===== src/hw/rtl/ldtv_pkg.sv =====
`default_nettype none

package ldtv_pkg;

    // Width of the coefficient and right-hand-side fields
    localparam int DATA_WIDTH = 32;
    // Width of the particular solution
    localparam int PROD_W     = 64;
    // Bezout coefficients stay within +-2^(DATA_WIDTH) or so; a few guard bits
    localparam int COEF_W     = DATA_WIDTH + 4;
    // Counts the quotient bits of one division pass
    localparam int CNT_W      = $clog2(DATA_WIDTH);

    typedef struct packed {
        logic signed [DATA_WIDTH-1:0] coef_a;
        logic signed [DATA_WIDTH-1:0] coef_b;
        logic signed [DATA_WIDTH-1:0] rhs;
    } ldtv_in_t;

    typedef struct packed {
        logic signed [PROD_W-1:0]     x_out;
        logic signed [PROD_W-1:0]     y_out;
        logic signed [DATA_WIDTH-1:0] gcd_out;
        logic                         solvable;
    } ldtv_out_t;

    typedef enum logic [2:0] {
        ST_IDLE,
        ST_CHECK,
        ST_DIV,
        ST_UPDATE,
        ST_FDIV,
        ST_FIN
    } ldtv_state_t;

    // Magnitude of a two's complement field; the most negative value maps to 2^(W-1)
    function automatic logic [DATA_WIDTH-1:0] mag(input logic signed [DATA_WIDTH-1:0] v);
        logic [DATA_WIDTH-1:0] u;
        u = v;
        return u[DATA_WIDTH-1] ? (~u + 1'b1) : u;
    endfunction

endpackage

`default_nettype wire


===== src/hw/rtl/linear_diophantine_two_var.sv =====
`default_nettype none

// Solves a*x + b*y = c for one item (coef_a, coef_b, rhs) by the extended
// Euclidean algorithm with truncating division, and returns one result item:
// gcd_out is g as the truncating remainders leave it (it may be negative),
// x_out/y_out are the Bezout coefficients scaled by c/g (64-bit, never wrap),
// and solvable says whether g divides c; when it does not, x_out and y_out
// are zero. With a = b = 0 the item is solvable only for c = 0, with zeros.
// Every Euclid step runs one pass of a shared bit-serial restoring divider,
// one quotient bit per cycle; a step runs through the check, divide and
// update states. The final division of c by g uses the same divider.
// The block takes one item at a time (req_ready only while idle);
// a finished result sits in an output register so the next item can be
// accepted while it waits to be taken.
module linear_diophantine_two_var (
    input  wire                      clk,
    input  wire                      rst_n,
    input  wire                      req_valid,
    output logic                     req_ready,
    input  wire ldtv_pkg::ldtv_in_t  req_item,
    output logic                     rsp_valid,
    input  wire                      rsp_ready,
    output ldtv_pkg::ldtv_out_t      rsp_item
);
    import ldtv_pkg::*;

    // ---------------------------------------------------------------
    // State
    // ---------------------------------------------------------------
    ldtv_state_t state_reg, state_next;

    // Euclid remainder pair (old, new); starts as (b, a)
    logic signed [DATA_WIDTH-1:0] r_old_reg, r_old_next;
    logic signed [DATA_WIDTH-1:0] r_new_reg, r_new_next;
    // Coefficients of a and of b that go with each remainder
    logic signed [COEF_W-1:0]     ca_old_reg, ca_old_next;
    logic signed [COEF_W-1:0]     ca_new_reg, ca_new_next;
    logic signed [COEF_W-1:0]     cb_old_reg, cb_old_next;
    logic signed [COEF_W-1:0]     cb_new_reg, cb_new_next;
    logic signed [DATA_WIDTH-1:0] c_reg, c_next;

    // Shared divider: partial remainder, dividend/quotient shifter, divisor
    logic [DATA_WIDTH-1:0]        rem_reg, rem_next;
    logic [DATA_WIDTH-1:0]        quo_reg, quo_next;
    logic [DATA_WIDTH-1:0]        dsr_reg, dsr_next;
    logic [CNT_W-1:0]             cnt_reg, cnt_next;
    // Quotient sign, and dividend sign (sign of the truncating remainder)
    logic                         qneg_reg, qneg_next;
    logic                         rneg_reg, rneg_next;
    // Horner accumulators: |q| times a coefficient, built MSB first
    logic signed [PROD_W-1:0]     acc0_reg, acc0_next;
    logic signed [PROD_W-1:0]     acc1_reg, acc1_next;

    // Output register
    ldtv_out_t                    out_reg, out_next;
    logic                         out_valid_reg, out_valid_next;

    // ---------------------------------------------------------------
    // Divider step datapath
    // ---------------------------------------------------------------
    logic [DATA_WIDTH:0]          shifted;
    logic [DATA_WIDTH+1:0]        diff;
    logic                         qbit;
    logic signed [PROD_W-1:0]     m0, m1;
    logic signed [PROD_W-1:0]     ca_upd, cb_upd;
    logic                         out_free;

    assign shifted = {rem_reg, quo_reg[DATA_WIDTH-1]};
    assign diff    = {1'b0, shifted} - {2'b00, dsr_reg};
    assign qbit    = ~diff[DATA_WIDTH+1];

    // Euclid steps multiply the "new" coefficients; the final pass
    // multiplies the Bezout coefficients by c/g.
    assign m0 = (state_reg == ST_FDIV) ? PROD_W'(ca_old_reg) : PROD_W'(ca_new_reg);
    assign m1 = (state_reg == ST_FDIV) ? PROD_W'(cb_old_reg) : PROD_W'(cb_new_reg);

    // old - q*new, with q = sign * |q|
    assign ca_upd = qneg_reg ? (PROD_W'(ca_old_reg) + acc0_reg)
                             : (PROD_W'(ca_old_reg) - acc0_reg);
    assign cb_upd = qneg_reg ? (PROD_W'(cb_old_reg) + acc1_reg)
                             : (PROD_W'(cb_old_reg) - acc1_reg);

    assign out_free = !out_valid_reg || rsp_ready;

    // ---------------------------------------------------------------
    // Sequencer: next state
    // ---------------------------------------------------------------
    always_comb
    begin
        state_next = state_reg;
        case (state_reg)
            ST_IDLE:
            begin
                if (req_valid)
                    state_next = ST_CHECK;
            end
            ST_CHECK:
            begin
                if (r_new_reg != '0)
                    state_next = ST_DIV;
                else if (r_old_reg == '0)
                    state_next = ST_FIN;
                else
                    state_next = ST_FDIV;
            end
            ST_DIV:
            begin
                if (cnt_reg == '0)
                    state_next = ST_UPDATE;
            end
            ST_UPDATE:
                state_next = ST_CHECK;
            ST_FDIV:
            begin
                if (cnt_reg == '0)
                    state_next = ST_FIN;
            end
            ST_FIN:
            begin
                if (out_free)
                    state_next = ST_IDLE;
            end
            default:
                state_next = ST_IDLE;
        endcase
    end

    // ---------------------------------------------------------------
    // Sequencer: outputs and datapath controls
    // ---------------------------------------------------------------
    always_comb
    begin
        req_ready      = 1'b0;
        r_old_next     = r_old_reg;
        r_new_next     = r_new_reg;
        ca_old_next    = ca_old_reg;
        ca_new_next    = ca_new_reg;
        cb_old_next    = cb_old_reg;
        cb_new_next    = cb_new_reg;
        c_next         = c_reg;
        rem_next       = rem_reg;
        quo_next       = quo_reg;
        dsr_next       = dsr_reg;
        cnt_next       = cnt_reg;
        qneg_next      = qneg_reg;
        rneg_next      = rneg_reg;
        acc0_next      = acc0_reg;
        acc1_next      = acc1_reg;
        out_next       = out_reg;
        out_valid_next = out_valid_reg;

        if (out_valid_reg && rsp_ready)
            out_valid_next = 1'b0;

        case (state_reg)
            ST_IDLE:
            begin
                req_ready   = 1'b1;
                // remainders run from (b, a); b starts with ca=0, cb=1, a with ca=1, cb=0
                r_old_next  = req_item.coef_b;
                r_new_next  = req_item.coef_a;
                cb_old_next = COEF_W'(1);
                cb_new_next = '0;
                ca_old_next = '0;
                ca_new_next = COEF_W'(1);
                c_next      = req_item.rhs;
            end
            ST_CHECK:
            begin
                rem_next  = '0;
                acc0_next = '0;
                acc1_next = '0;
                cnt_next  = CNT_W'(DATA_WIDTH - 1);
                if (r_new_reg != '0)
                begin
                    // Euclid step: r_old / r_new
                    quo_next  = mag(r_old_reg);
                    dsr_next  = mag(r_new_reg);
                    qneg_next = r_old_reg[DATA_WIDTH-1] ^ r_new_reg[DATA_WIDTH-1];
                    rneg_next = r_old_reg[DATA_WIDTH-1];
                end
                else
                begin
                    // final pass: c / g (skipped when g is zero)
                    quo_next  = mag(c_reg);
                    dsr_next  = mag(r_old_reg);
                    qneg_next = c_reg[DATA_WIDTH-1] ^ r_old_reg[DATA_WIDTH-1];
                    rneg_next = c_reg[DATA_WIDTH-1];
                end
            end
            ST_DIV, ST_FDIV:
            begin
                rem_next  = qbit ? diff[DATA_WIDTH-1:0] : shifted[DATA_WIDTH-1:0];
                quo_next  = {quo_reg[DATA_WIDTH-2:0], qbit};
                acc0_next = (acc0_reg <<< 1) + (qbit ? m0 : '0);
                acc1_next = (acc1_reg <<< 1) + (qbit ? m1 : '0);
                cnt_next  = cnt_reg - 1'b1;
            end
            ST_UPDATE:
            begin
                // truncating remainder takes the dividend's sign
                r_old_next  = r_new_reg;
                r_new_next  = rneg_reg ? (~rem_reg + 1'b1) : rem_reg;
                ca_old_next = ca_new_reg;
                ca_new_next = ca_upd[COEF_W-1:0];
                cb_old_next = cb_new_reg;
                cb_new_next = cb_upd[COEF_W-1:0];
            end
            ST_FIN:
            begin
                if (out_free)
                begin
                    out_valid_next   = 1'b1;
                    out_next.gcd_out = r_old_reg;
                    if (r_old_reg == '0)
                    begin
                        out_next.solvable = (c_reg == '0);
                        out_next.x_out    = '0;
                        out_next.y_out    = '0;
                    end
                    else if (rem_reg == '0)
                    begin
                        out_next.solvable = 1'b1;
                        out_next.x_out    = qneg_reg ? -acc0_reg : acc0_reg;
                        out_next.y_out    = qneg_reg ? -acc1_reg : acc1_reg;
                    end
                    else
                    begin
                        out_next.solvable = 1'b0;
                        out_next.x_out    = '0;
                        out_next.y_out    = '0;
                    end
                end
            end
            default:
            begin
                req_ready = 1'b0;
            end
        endcase
    end

    assign rsp_valid = out_valid_reg;
    assign rsp_item  = out_reg;

    // ---------------------------------------------------------------
    // Registers
    // ---------------------------------------------------------------
    always_ff @(posedge clk or negedge rst_n)
    begin
        if (!rst_n)
        begin
            state_reg     <= ST_IDLE;
            out_valid_reg <= 1'b0;
        end
        else
        begin
            state_reg     <= state_next;
            out_valid_reg <= out_valid_next;
        end
    end

    always_ff @(posedge clk)
    begin
        r_old_reg  <= r_old_next;
        r_new_reg  <= r_new_next;
        ca_old_reg <= ca_old_next;
        ca_new_reg <= ca_new_next;
        cb_old_reg <= cb_old_next;
        cb_new_reg <= cb_new_next;
        c_reg      <= c_next;
        rem_reg    <= rem_next;
        quo_reg    <= quo_next;
        dsr_reg    <= dsr_next;
        cnt_reg    <= cnt_next;
        qneg_reg   <= qneg_next;
        rneg_reg   <= rneg_next;
        acc0_reg   <= acc0_next;
        acc1_reg   <= acc1_next;
        out_reg    <= out_next;
    end

    // ---------------------------------------------------------------
    // Assertions
    // ---------------------------------------------------------------
`ifndef NO_ASSERTIONS
    // divider never runs on a zero divisor
    a_dsr_nonzero: assert property (@(posedge clk) disable iff (!rst_n)
        ((state_reg == ST_DIV) || (state_reg == ST_FDIV)) |-> (dsr_reg != '0))
        else $error("divider running with zero divisor");

    // partial remainder stays below the divisor
    a_rem_bound: assert property (@(posedge clk) disable iff (!rst_n)
        ((state_reg == ST_DIV) || (state_reg == ST_FDIV)) |-> (rem_reg < dsr_reg))
        else $error("partial remainder not below divisor");

    // each Euclid step shrinks the remainder magnitude
    a_euclid_shrinks: assert property (@(posedge clk) disable iff (!rst_n)
        (state_reg == ST_UPDATE) |=> (mag(r_new_reg) < mag(r_old_reg)))
        else $error("Euclid remainder did not shrink");

    // an accepted item always starts at the check step
    a_accept_start: assert property (@(posedge clk) disable iff (!rst_n)
        (req_valid && req_ready) |=> (state_reg == ST_CHECK))
        else $error("accepted item did not start the sequence");
`endif

endmodule

`default_nettype wire


===== config.mk =====
export PLATFORM = sky130hd
export DESIGN_NAME = linear_diophantine_two_var
export DESIGN_NICKNAME = d
export VERILOG_FILES = /design/src/hw/rtl/ldtv_pkg.sv /design/src/hw/rtl/linear_diophantine_two_var.sv
export SDC_FILE = /design/constraint.sdc
export NUM_CORES = 2
export LEC_CHECK = 0
export ABC_AREA = 1
export BUFFER_PORTS_ARGS = -buffer_cell sky130_fd_sc_hd__buf_2
export CORE_ASPECT_RATIO = 2
export CORE_MARGIN = 4
export CORE_UTILIZATION = 30
export DETAILED_ROUTE_END_ITERATION = 12
export PLACE_DENSITY_LB_ADDON = 0.05
export SKIP_LAST_GASP = 1
export SLEW_MARGIN = 20
export SYNTH_ARGS = -nofsm -noshare
export SYNTH_HDL_FRONTEND = slang
export SYNTH_SLANG_ARGS = --single-unit

===== constraint.sdc =====
create_clock -name clk -period 16.4 [get_ports clk]
set_clock_uncertainty 0.15 [all_clocks]
set_input_delay 3.28 -clock clk [delete_from_list [all_inputs] [get_ports clk]]
set_output_delay 3.28 -clock clk [all_outputs]
set_load 0.02 [all_outputs]

# After elaboration in Yosys (flattened, before gate mapping)
# Index checks and enable logic that the tools add are counted.
[word_totals]
word_cells = 108
romBits = 0
ram_bits = 0
reg_bits = 636
latch_bits = 0
memories = 0
[classes]
mux = 41
eq_ne = 9
n_addsub = 14
n_div = 0
n_mul = 0
n_shift = 0
n_bitwise = 8
reduce_logical = 15
order_cmp = 0
[ops]
columns = ["operator", "n"]
rows = [
  ["64-bit 2-to-1 mux", 6],
  ["36-bit case mux with 2 select lines", 4],
  ["32-bit case mux with 2 select lines", 4],
  ["64-bit case mux with 2 select lines", 2],
  ["32-bit 2-to-1 mux", 7],
  ["32-bit by 1-bit adder with 32-bit output (second input constant)", 4],
  ["64-bit adder", 2],
  ["64-bit negation", 2],
  ["32-bit NOT", 4],
  ["32-bit zero test", 3],
  ["36-bit adder", 2],
  ["36-bit 2-to-1 mux", 2],
  ["36-bit subtractor", 2],
  ["33-bit by 32-bit subtractor with 34-bit output", 1],
  ["32-bit nonzero test", 1],
  ["3-bit case mux with 6 select lines", 1],
  ["3-bit 2-to-1 mux", 5],
  ["5-bit case mux with 2 select lines", 1],
  ["1-bit 2-to-1 mux", 9],
  ["3-bit by 2-bit == test with 1-bit output (second input constant)", 2],
  ["3-bit == test (second input constant)", 2],
  ["2-bit inequality test (second input constant)", 3],
  ["5-bit zero test", 1],
  ["5-bit by 1-bit subtractor with 5-bit output (second input constant)", 1],
  ["12 further kinds", 16],
]

# Logic depth before layout (Yosys ltp)
[depth]
ltp_word = 5
mapped_depth = 36

# Worst setup path after synthesis
# No wires, ideal clock.
[synth_timing]
path_kind = "input to register"
startpoint = "in rsp_ready"
endpoint = "reg out_reg, in the netlist rsp_item[0], enable pin"
slack_ns = 5.592
t_arrival_ns = 9.974
cell_stages = 2
path_buffers = 0
cell_sequence = "nor2_1 -> nor2_1"
[synth_via]
elab_chain_len = 2
[synth_lines]
columns = ["element", "line", "rtl"]
rows = [
  ["start, declared", "linear_diophantine_two_var.sv:22", "input wire rsp_ready,"],
  ["1-bit logical OR", "linear_diophantine_two_var.sv:83", "assign out_free = !out_valid_reg || rsp_ready;"],
  ["2-bit AND reduction (no line)", "n/a", ""],
  ["end signal, assigned", "linear_diophantine_two_var.sv:279", "out_reg <= out_next;"],
  ["end, declared", "linear_diophantine_two_var.sv:55", "ldtv_out_t out_reg, out_next;"],
]
# No other way between the ends.
# A chain may end at the register's enable or synchronous reset.

# Worst setup path in the final report
[layout_timing]
startpoint = "reg rem_reg[27]"
endpoint = "reg acc0_reg[35] (data pin)"
[layout_via]
elab_chain_len = 4
[layout_lines]
columns = ["element", "line", "rtl"]
rows = [
  ["start, declared", "linear_diophantine_two_var.sv:43", "logic [DATA_WIDTH-1:0] rem_reg, rem_next;"],
  ["start signal, assigned", "linear_diophantine_two_var.sv:271", "rem_reg <= rem_next;"],
  ["33-bit by 32-bit subtractor with 34-bit output", "linear_diophantine_two_var.sv:69", "assign diff = {1'b0, shifted} - {2'b00, dsr_reg};"],
  ["64-bit 2-to-1 mux", "linear_diophantine_two_var.sv:195", "acc0_next = (acc0_reg <<< 1) + (qbit ? m0 : '0);"],
  ["64-bit adder", "linear_diophantine_two_var.sv:195", ""],
  ["64-bit case mux with 2 select lines", "linear_diophantine_two_var.sv:155", "case (state_reg)"],
  ["end signal, assigned", "linear_diophantine_two_var.sv:277", "acc0_reg <= acc0_next;"],
  ["end, declared", "linear_diophantine_two_var.sv:51", "logic signed [PROD_W-1:0] acc0_reg, acc0_next;"],
]
# No other way between the ends.

==> out/metrics.yaml <==
status:
  status: "finished clean"
setup_path:
  cp.depth: 28
  crit_family: "compound AO/OA/AOI/OAI gates"
  cp_slowest_stage_delay_ps: 780
  arrival_ps: 7270
  slowest_stage: "buf_4"
  worstPathMaxFanout: 69
  critical_path.startpoint_type: "register"
  r2r-end: "acc0_reg[35]$_SDFFCE_PN0P_"
  reg2reg_from: "rem_reg[27]$_SDFFCE_PN0P_"
  crit_path_end_kind: "register"
  required_ps: 16650
  critical_path_class: "reg2reg"
  rrSetupSlack_ps: 9380
  cp_num_buf_inv: 5
  reg2reg_depth: 28
clocking:
  cts_tree: "yes"
  clock_latency_ps: 670
  hold_buffers: 0
  clock-sinks: 636
  htree_levels: 3
  clkTransAtPathRegs_ps: 70
  cts_inserted_buffers: 71
  postCtsSetupRepairBufs: 0
  clk_path_buf_depth: 3
  cts-root-buf: "clkbuf_16"
  post_cts_resized: 0
yosys:
  yosysTopAreaCellShare: 0.424
  synth-edff-count: 632
  syn-instance-count: 5764
  post-synth-top-area-cell: "edfxtp_1"
  syn-num-nets: 6074
  synthMostInstantiatedCell: "nand2_1"
  yosysWarnings: 0
  async_reset_ff_frac: 0.00629
  syn_area_per_cell_um2: 7.76
  ys_seq_area_frac: 0.427
  syn-cell-area_mm2: 0.0447
  netlist-cell-type-count: 63
  synthFlopType: "edfxtp_1"
  synth_area_leaders: "edfxtp_1, nand2_1, a21oi_1, o21ai_0, nor2_1"
  ys_ff_latch: 636
  ys_top_cells_by_count: "nand2_1, nor2_1, inv_1"
layout:
  multi_input_area_mm2: 0.0224
  seqCellArea_mm2: 0.0191
  fillerInstances: 16000
  drive_gt1_frac: 0.0840
  fin_nets: 6279
  fin_cells: 7946
  area_growth_pct: 13.1
  largest_register_ffs: 161
  final_core_util: 0.341
hold_path:
  min-delay-start: "r_old_reg[0]$_DFFE_PP_"
  hp-class: "reg2reg"
  whs_endpoint: "rsp_item[1]$_DFFE_PP_"
  min_path_cells: 0
timing:
  post-route-period-util: 0.428
  finalHoldViolCount: 0
  slew_headroom: 0.157
  rsz0062_at_grt: "false"
  whs_ps: 341
  clock.fmax_ghz: 0.142
  setup_tns_ps: 0
  finalCriticalPeriod_ps: 7020
  setup_violations: 0
  tightest_slew_ps: 1250
  finalMaxSlewViolations: 0
die:
  die_x_um: 281
  num_rows: 200
  die_area_mm2: 0.156
  coreArea_mm2: 0.148
  io_pins: 263
  die_h_um: 554
  initial_core_util: 0.301
detailed_routing:
  routed.top_layer: "met4"
  met1Wirelength_um: 64300
  drtIter0Drc: 2326
  wirelength_um: 185000
  wire_per_inst_um: 23.3
  dr_total_vias: 40200
  drc: 0
  first_pass_iters: 6
  final_antenna_net_count: 0
  routed_via_density: 5.06
  wl_met3_um: 5250
  met2_wirelength_um: 101000
global_route:
  antenna_found_initial: 1
  grt_usage: 0.232
  grt_pass1_wl_um: 268000
  grt_overflow: 0
  grt_max_degree: 89
  grt_pass1_vias: 41400
placement:
  dpl.cell_count: 7814
  place_congestion: 0.947
  dp_hpwl_um: 145000
  port_buffers: 262
power_and_ir_drop:
  finalPower_w: 0.0130
  p_leak_nw: 21.3
  pwr_density_cell_mw_per_mm2: 258
  ir_drop_mv: 0.117
job:
  max-cap-violations: 0
[layout by cell type (no fill, tap or decap), drive strengths merged, types with 58 or more instances in the layout]
master  instances
ha            205
a21oi         673
xor2          158
o21a           58
o21ai         600
nand2        1210
edfxtp        632
buf           314
nor3           96
nand3         207
nor2          708
inv           688
clkbuf         86
[how the worst max path moves through the flow]
stage                                       to                 startpoint  slack [ps]
CTS                 acc0_reg[59]$_SDFFCE_PN0P_  rem_reg[27]$_SDFFCE_PN0P_        9280
global placement    acc0_reg[35]$_SDFFCE_PN0P_  rem_reg[27]$_SDFFCE_PN0P_        9420
floorplan                rsp_item[0]$_DFFE_PP_                  rsp_ready        5590
finish              acc0_reg[35]$_SDFFCE_PN0P_  rem_reg[27]$_SDFFCE_PN0P_        9380
global route        acc0_reg[35]$_SDFFCE_PN0P_   rem_reg[1]$_SDFFCE_PN0P_        8720
detailed placement  acc0_reg[59]$_SDFFCE_PN0P_  rem_reg[27]$_SDFFCE_PN0P_        9310
[final cells by class]
cell class                 instances  area share
multi-input combinational       4260       0.442
sequential                       636       0.377
inverter                         686      0.0510
tap                             1919      0.0475
clock buffer                      86      0.0375
timing repair buffer             314      0.0344
clock inverter                    44      0.0103
antenna                            1   0.0000495
[report_power, final]
| group | internal, W | switching [W] |
|---|---|---|
| sequential | 0.00282 | 0.000685 |
| combinational | 0.00215 | 0.00560 |
| clock | 0.00100 | 0.000766 |
| total | 0.00597 | 0.00705 |
[layer usage]
| layer | up-vias | GRT usage |
|---|---|---|
| li1 | 20000 | - |
| met1 | 18800 | 0.226 |
| met2 | 965 | 0.455 |
| met3 | 387 | 0.0216 |
| met4 | 0 | 0.152 |
| met5 | - | 0 |
[logic make-up (layout without fill, tap and decap cells)]
family                     count (synthesis)  in the layout  synth area share
muxes                                      1              1          0.000224
AOI/OAI and AO/OA                       1499           1499             0.180
adders and majority gates                210            210            0.0596
DFF                                      636            636             0.427
buffers and inverters                    868           1130            0.0749
xor gates and xnor gates                 213            213            0.0417
and+or+nand+nor                         2337           2337             0.217
other                                      0              1                 0
[stage by stage]
| step | setup slack, ps | area, µm² |
|---|---|---|
| after floorplan | 5590 | 44700 |
| after global placement | 9420 | 48100 |
| after detailed placement | 9310 | 48100 |
| after CTS | 9280 | 50500 |
| after global routing | 8720 | 50600 |
| final | 9380 | 50600 |
(Power assumes the default switching activity.)
